===== src/hw/rtl/cmpi_pkg.sv =====
package cmpi_pkg;

    localparam int FRAC_W     = 16;
    localparam int RES_W      = 17;
    localparam int CFG_IDX_W  = 1;
    localparam int CFG_DATA_W = 17;
    localparam int COLOR_W    = 24;

    localparam logic [7:0] ALPHA_OPAQUE = 8'hFF;

    typedef enum logic [CFG_IDX_W-1:0] {
        CFG_ENTRY_COUNT = 1'b0,
        CFG_RESOLUTION  = 1'b1
    } t_cfg_reg;

    typedef enum logic {
        OP_WRITE_ENTRY = 1'b0,
        OP_PALETTE     = 1'b1
    } t_op;

    typedef struct packed {
        logic        op;
        logic [7:0]  entry_index;
        logic [7:0]  red_in;
        logic [7:0]  green_in;
        logic [7:0]  blue_in;
        logic [15:0] palette_index;
    } t_in;

    typedef struct packed {
        logic [31:0] palette_word;
    } t_out;

    // Side data that travels with a word down the divider cells.
    typedef struct packed {
        logic               op;
        logic [7:0]         entry_index;
        logic [COLOR_W-1:0] color;
    } t_cell;

    // lo*(1-ratio) + up*ratio in Q0.16, truncated to eight bits.
    function automatic logic [7:0] mix_channel(input logic [7:0] lo, input logic [7:0] up,
                                               input logic [FRAC_W-1:0] ratio);
        logic [25:0] lo_w;
        logic [25:0] up_w;
        logic [25:0] inv_w;
        logic [25:0] rat_w;
        logic [25:0] acc;
        lo_w  = 26'(lo);
        up_w  = 26'(up);
        rat_w = 26'(ratio);
        inv_w = 26'(17'h10000) - rat_w;
        acc   = lo_w * inv_w + up_w * rat_w;
        return acc[23:16];
    endfunction

endpackage


===== src/hw/rtl/cmpi_div_cell.sv =====
module cmpi_div_cell #(
    parameter int QW = 41
) (
    input  logic                           i_clk,
    input  logic                           i_rst_n,
    input  logic                           i_en,
    input  logic [cmpi_pkg::RES_W-1:0]     i_res,
    input  logic                           i_valid,
    input  cmpi_pkg::t_cell                i_tag,
    input  logic [cmpi_pkg::RES_W-1:0]     i_rem,
    input  logic [QW-1:0]                  i_work,
    output logic                           o_valid,
    output cmpi_pkg::t_cell                o_tag,
    output logic [cmpi_pkg::RES_W-1:0]     o_rem,
    output logic [QW-1:0]                  o_work
);

    logic                       r_valid;
    cmpi_pkg::t_cell            r_tag;
    logic [cmpi_pkg::RES_W-1:0] r_rem;
    logic [QW-1:0]              r_work;

    logic [cmpi_pkg::RES_W:0]   trial;
    logic [cmpi_pkg::RES_W:0]   diff;
    logic                       ge;
    logic [cmpi_pkg::RES_W-1:0] n_rem;
    logic [QW-1:0]              n_work;

    // One restoring step: bring down the next dividend bit, subtract if it fits.
    always_comb begin
        trial  = {i_rem, i_work[QW-1]};
        diff   = trial - {1'b0, i_res};
        ge     = (trial >= {1'b0, i_res});
        n_rem  = ge ? diff[cmpi_pkg::RES_W-1:0] : trial[cmpi_pkg::RES_W-1:0];
        n_work = {i_work[QW-2:0], ge};
    end

    always_ff @(posedge i_clk) begin
        if (!i_rst_n) begin
            r_valid <= 1'b0;
        end else if (i_en) begin
            r_valid <= i_valid;
        end
    end

    always_ff @(posedge i_clk) begin
        if (i_en) begin
            r_tag  <= i_tag;
            r_rem  <= n_rem;
            r_work <= n_work;
        end
    end

    assign o_valid = r_valid;
    assign o_tag   = r_tag;
    assign o_rem   = r_rem;
    assign o_work  = r_work;

endmodule


===== config.mk =====
export PLATFORM = sky130hd
export DESIGN_NAME = cmpi_div_cell
export DESIGN_NICKNAME = d
export VERILOG_FILES = /design/src/hw/rtl/cmpi_pkg.sv /design/src/hw/rtl/cmpi_div_cell.sv
export SDC_FILE = /design/constraint.sdc
export NUM_CORES = 1
export LEC_CHECK = 0
export BUFFER_PORTS_ARGS = -buffer_cell sky130_fd_sc_hd__clkbuf_2
export CORE_MARGIN = 4
export CORE_UTILIZATION = 45
export DETAILED_ROUTE_END_ITERATION = 16
export PLACE_DENSITY_LB_ADDON = 0.12
export SLEW_MARGIN = 20
export SYNTH_ARGS = -nofsm -noshare
export SYNTH_HDL_FRONTEND = slang
export SYNTH_SLANG_ARGS = --single-unit

===== constraint.sdc =====
create_clock -name i_clk -period 3 [get_ports i_clk]
set_clock_uncertainty 0.1 [all_clocks]
set_input_delay 0.45 -clock i_clk [delete_from_list [all_inputs] [get_ports i_clk]]
set_output_delay 0.45 -clock i_clk [all_outputs]
set_load 0.005 [all_outputs]

==> results.cfg <==
[grt]
grt_util_met1_pct = 22.4
grt_max_degree = 63
grt_pass1_vias = 2804
grt_util_met2_pct = 31.2
grt_pass1_wl_um = 14100
grt_most_used_layer = met2
overflow = 0
track_usage_pct = 18.3
antenna_found_initial = 0
use_met3_pct = 5.61

[setup_path]
rrSetupSlack_ns = 2.29
crit_end = o_rem[1]$_DFFE_PP_
critPathKind = input port to flip-flop
crit_required_ns = 3.01
worstPathArrival_ns = 2.53
worstReg2RegEnd = o_valid$_SDFFE_PN0P_
rr_worst_depth = 2
cp-startpoint = i_work[40]
cp-start-kind = input port
regToRegStartpoint = o_valid$_SDFFE_PN0P_
worstPathMaxFanout = 10
critPathCaptureType = flip-flop

[clock_network]
numCtsBuffers = 9
clk_pin_slew_ns = 0.10
cts_hold_buf = 0
cts_resized = 0
cts_tree = built
clockBufferDepth = 2
cts_num_sinks = 92
htree_levels = 3
root_buffer = clkbuf_8
clk_latency_ns = 0.34
post-cts-setup-buffer-count = 0

[sta]
rsz0062_at_grt = no
hold_violations = 0
setup_viol = 0
fin_crit_ns = 2.52
min_period_over_period_pct = 84.1
fmax_mhz = 396
slew_headroom_pct = 69.1
tightest_slew_ns = 0.461
report.final.slew_viol_count = 0
hold_ws_ns = 0.163
setup_tns_ns = 0

[floorplanning]
die_area_mm2 = 0.0102
core_mm2 = 0.00830
start_util_pct = 46.7
die_x_um = 101
die_h_um = 101
ios = 204
num_rows = 33

[yosys]
synthFlopType = edfxtp_1
yosysWarnings = 0
syn_inst = 259
async_flop_share_pct = 0
ys_types = 44
ys_seq_area_share_pct = 71.0
synth_edf_count = 91
ys_top_cells_by_area = edfxtp_1 71%, ha_1 5.5%, inv_1 2.2%
synthDominantCellAreaShare_pct = 70.5
avgSynthCellArea_um2 = 15.0
syn-cell-area_mm2 = 0.00387
synth_seq_cells = 92
syn-num-nets = 389
yosysTopAreaCell = edfxtp_1

[power_and_ir_drop]
swShare_pct = 25.2
power_frac_seq_pct = 54.3
p_leak_nw = 2.40
powerDensity_mw_per_mm2 = 553
peakVddDrop_mv = 0.276
p_sw_uw = 735
power.share.clock_pct = 29.4
p_int_mw = 2.18
combPwrFrac_pct = 16.3

[final_layout]
drive_gt1_share_pct = 48.9
final_area_mm2 = 0.00526
fillers = 677
area.growth.synth_to_final_pct = 35.8
antenna_cells = 0
nets = 604

[placed_design]
hpwl_um = 7730
numPortBuffers = 203
gp_congestion = 0.772
post_dp_cell_area_mm2 = 0.00505

[drt]
via_per_inst = 4.86
wire_per_inst_um = 16.5
drc = 0
vias = 2837
first_pass_iters = 4
ant_nets = 0
first_iter_violations = 110
drt-total-wl_um = 9610

[status]
status = complete, no violations

[job]
cap_violations = 0

[min_path]
min_path_type = input port to flip-flop
## critical path, cell delays in order
cell       delay, ns
clkbuf_2        0.09
inv_1           0.05
ha_1            0.14
inv_1           0.05
fa_1            0.40
a21oi_1         0.26
or3_4           0.20
a2111oi_4       0.08
nor3_4          0.43
mux2_2          0.39
## layout make-up
class	instances	area [um^2]	share of cell area, %
flip-flops and latches	92	2750	52.3
repair buffers	207	1060	20.2
multi-input cells	141	1020	19.4
well taps	105	131	2.50
clock buffers	9	124	2.35
inverters	23	86.3	1.64
clock inverters	7	85.1	1.62
## worst min-delay path by stage
stage | startpoint | end | slack, ns | cells after the start
2_1_floorplan | o_valid$_SDFFE_PN0P_ | o_valid$_SDFFE_PN0P_ | 0.41 | 2
3_3_place_gp | o_valid$_SDFFE_PN0P_ | o_valid$_SDFFE_PN0P_ | 0.40 | 2
3_5_place_dp | o_valid$_SDFFE_PN0P_ | o_valid$_SDFFE_PN0P_ | 0.43 | 2
4_1_cts | i_tag[19] | o_tag[19]$_DFFE_PP_ | 0.15 | 1
5_1_grt | i_tag[3] | o_tag[3]$_DFFE_PP_ | 0.13 | 1
6_report | i_tag[19] | o_tag[19]$_DFFE_PP_ | 0.16 | 1
## through the flow
| step | std cells | setup slack [ns] | total power [mW] | utilization [%] |
|---|---|---|---|---|
| finish | 584 | 0.477 | 2.91 | 63.4 |
| global route | 584 | 0.281 | 3.07 | 63.4 |
| CTS | 584 | 0.487 | 2.95 | 63.4 |
| detailed placement | 568 | 0.120 | 2.09 | 60.9 |
| global placement | 568 | 0.172 | 2.08 | 60.9 |
| floorplan | 259 | 0.430 | 1.82 | - |
## kinds of logic (layout without fill, tap and decap cells)
logic type / count (synthesis) / count (layout) / share of synthesized area (%)
xor gates and xnor gates: 10 / 10 / 2.26
adders and majority gates: 18 / 18 / 6.01
buffers and inverters: 26 / 246 / 2.74
muxes: 3 / 3 / 0.807
and+or+nand+nor: 51 / 51 / 6.56
AOI/OAI and AO/OA: 59 / 59 / 10.6
DFF: 92 / 92 / 71.0
## power groups by stage
| stage | clock network [mW] | logic [mW] | registers, mW |
|---|---|---|---|
| after floorplan | 0 | 0.193 | 1.63 |
| after global placement | 0 | 0.469 | 1.61 |
| after detailed placement | 0 | 0.479 | 1.61 |
| after CTS | 0.885 | 0.483 | 1.58 |
| after global routing | 0.952 | 0.528 | 1.59 |
| final | 0.856 | 0.474 | 1.58 |
## registers in the layout, indices dropped and copies added, names as in the netlist
name     cells
o_rem       17
o_work      41
o_tag       33
o_valid      1
## layout by cell type (no fill, tap or decap), types with 5 or more instances in the layout
master / n
nor2_1: 6
o21ai_0: 8
edfxtp_1: 91
xnor2_1: 5
xor2_1: 5
inv_1: 23
nand2_1: 23
ha_1: 17
a21oi_1: 13
a21o_1: 6
clkbuf_8: 9
o21ai_1: 12
clkbuf_2: 202
## routing by layer
layer	up-vias	wire length [um]	share of wire, %
met4	0	113	1.2
met5	-	0	0
met2	122	4930	51
met3	11	886	9.2
met1	1307	3680	38
li1	1397	-	-
## synthesized netlist by cell type, drive strengths merged (2+ instances only)
cell type   n
a21oi      13
nand2b      3
or3         4
nand2      23
a21o        6
xor2        5
mux2i       2
o21a        2
a21boi      2
o31ai       4
nand3       3
o21ai      20
edfxtp     91
a211oi      3
nor2        6
nor2b       3
nor3        5
xnor2       5
ha         17
inv        23
buf         2
(Power assumes the default switching activity.)
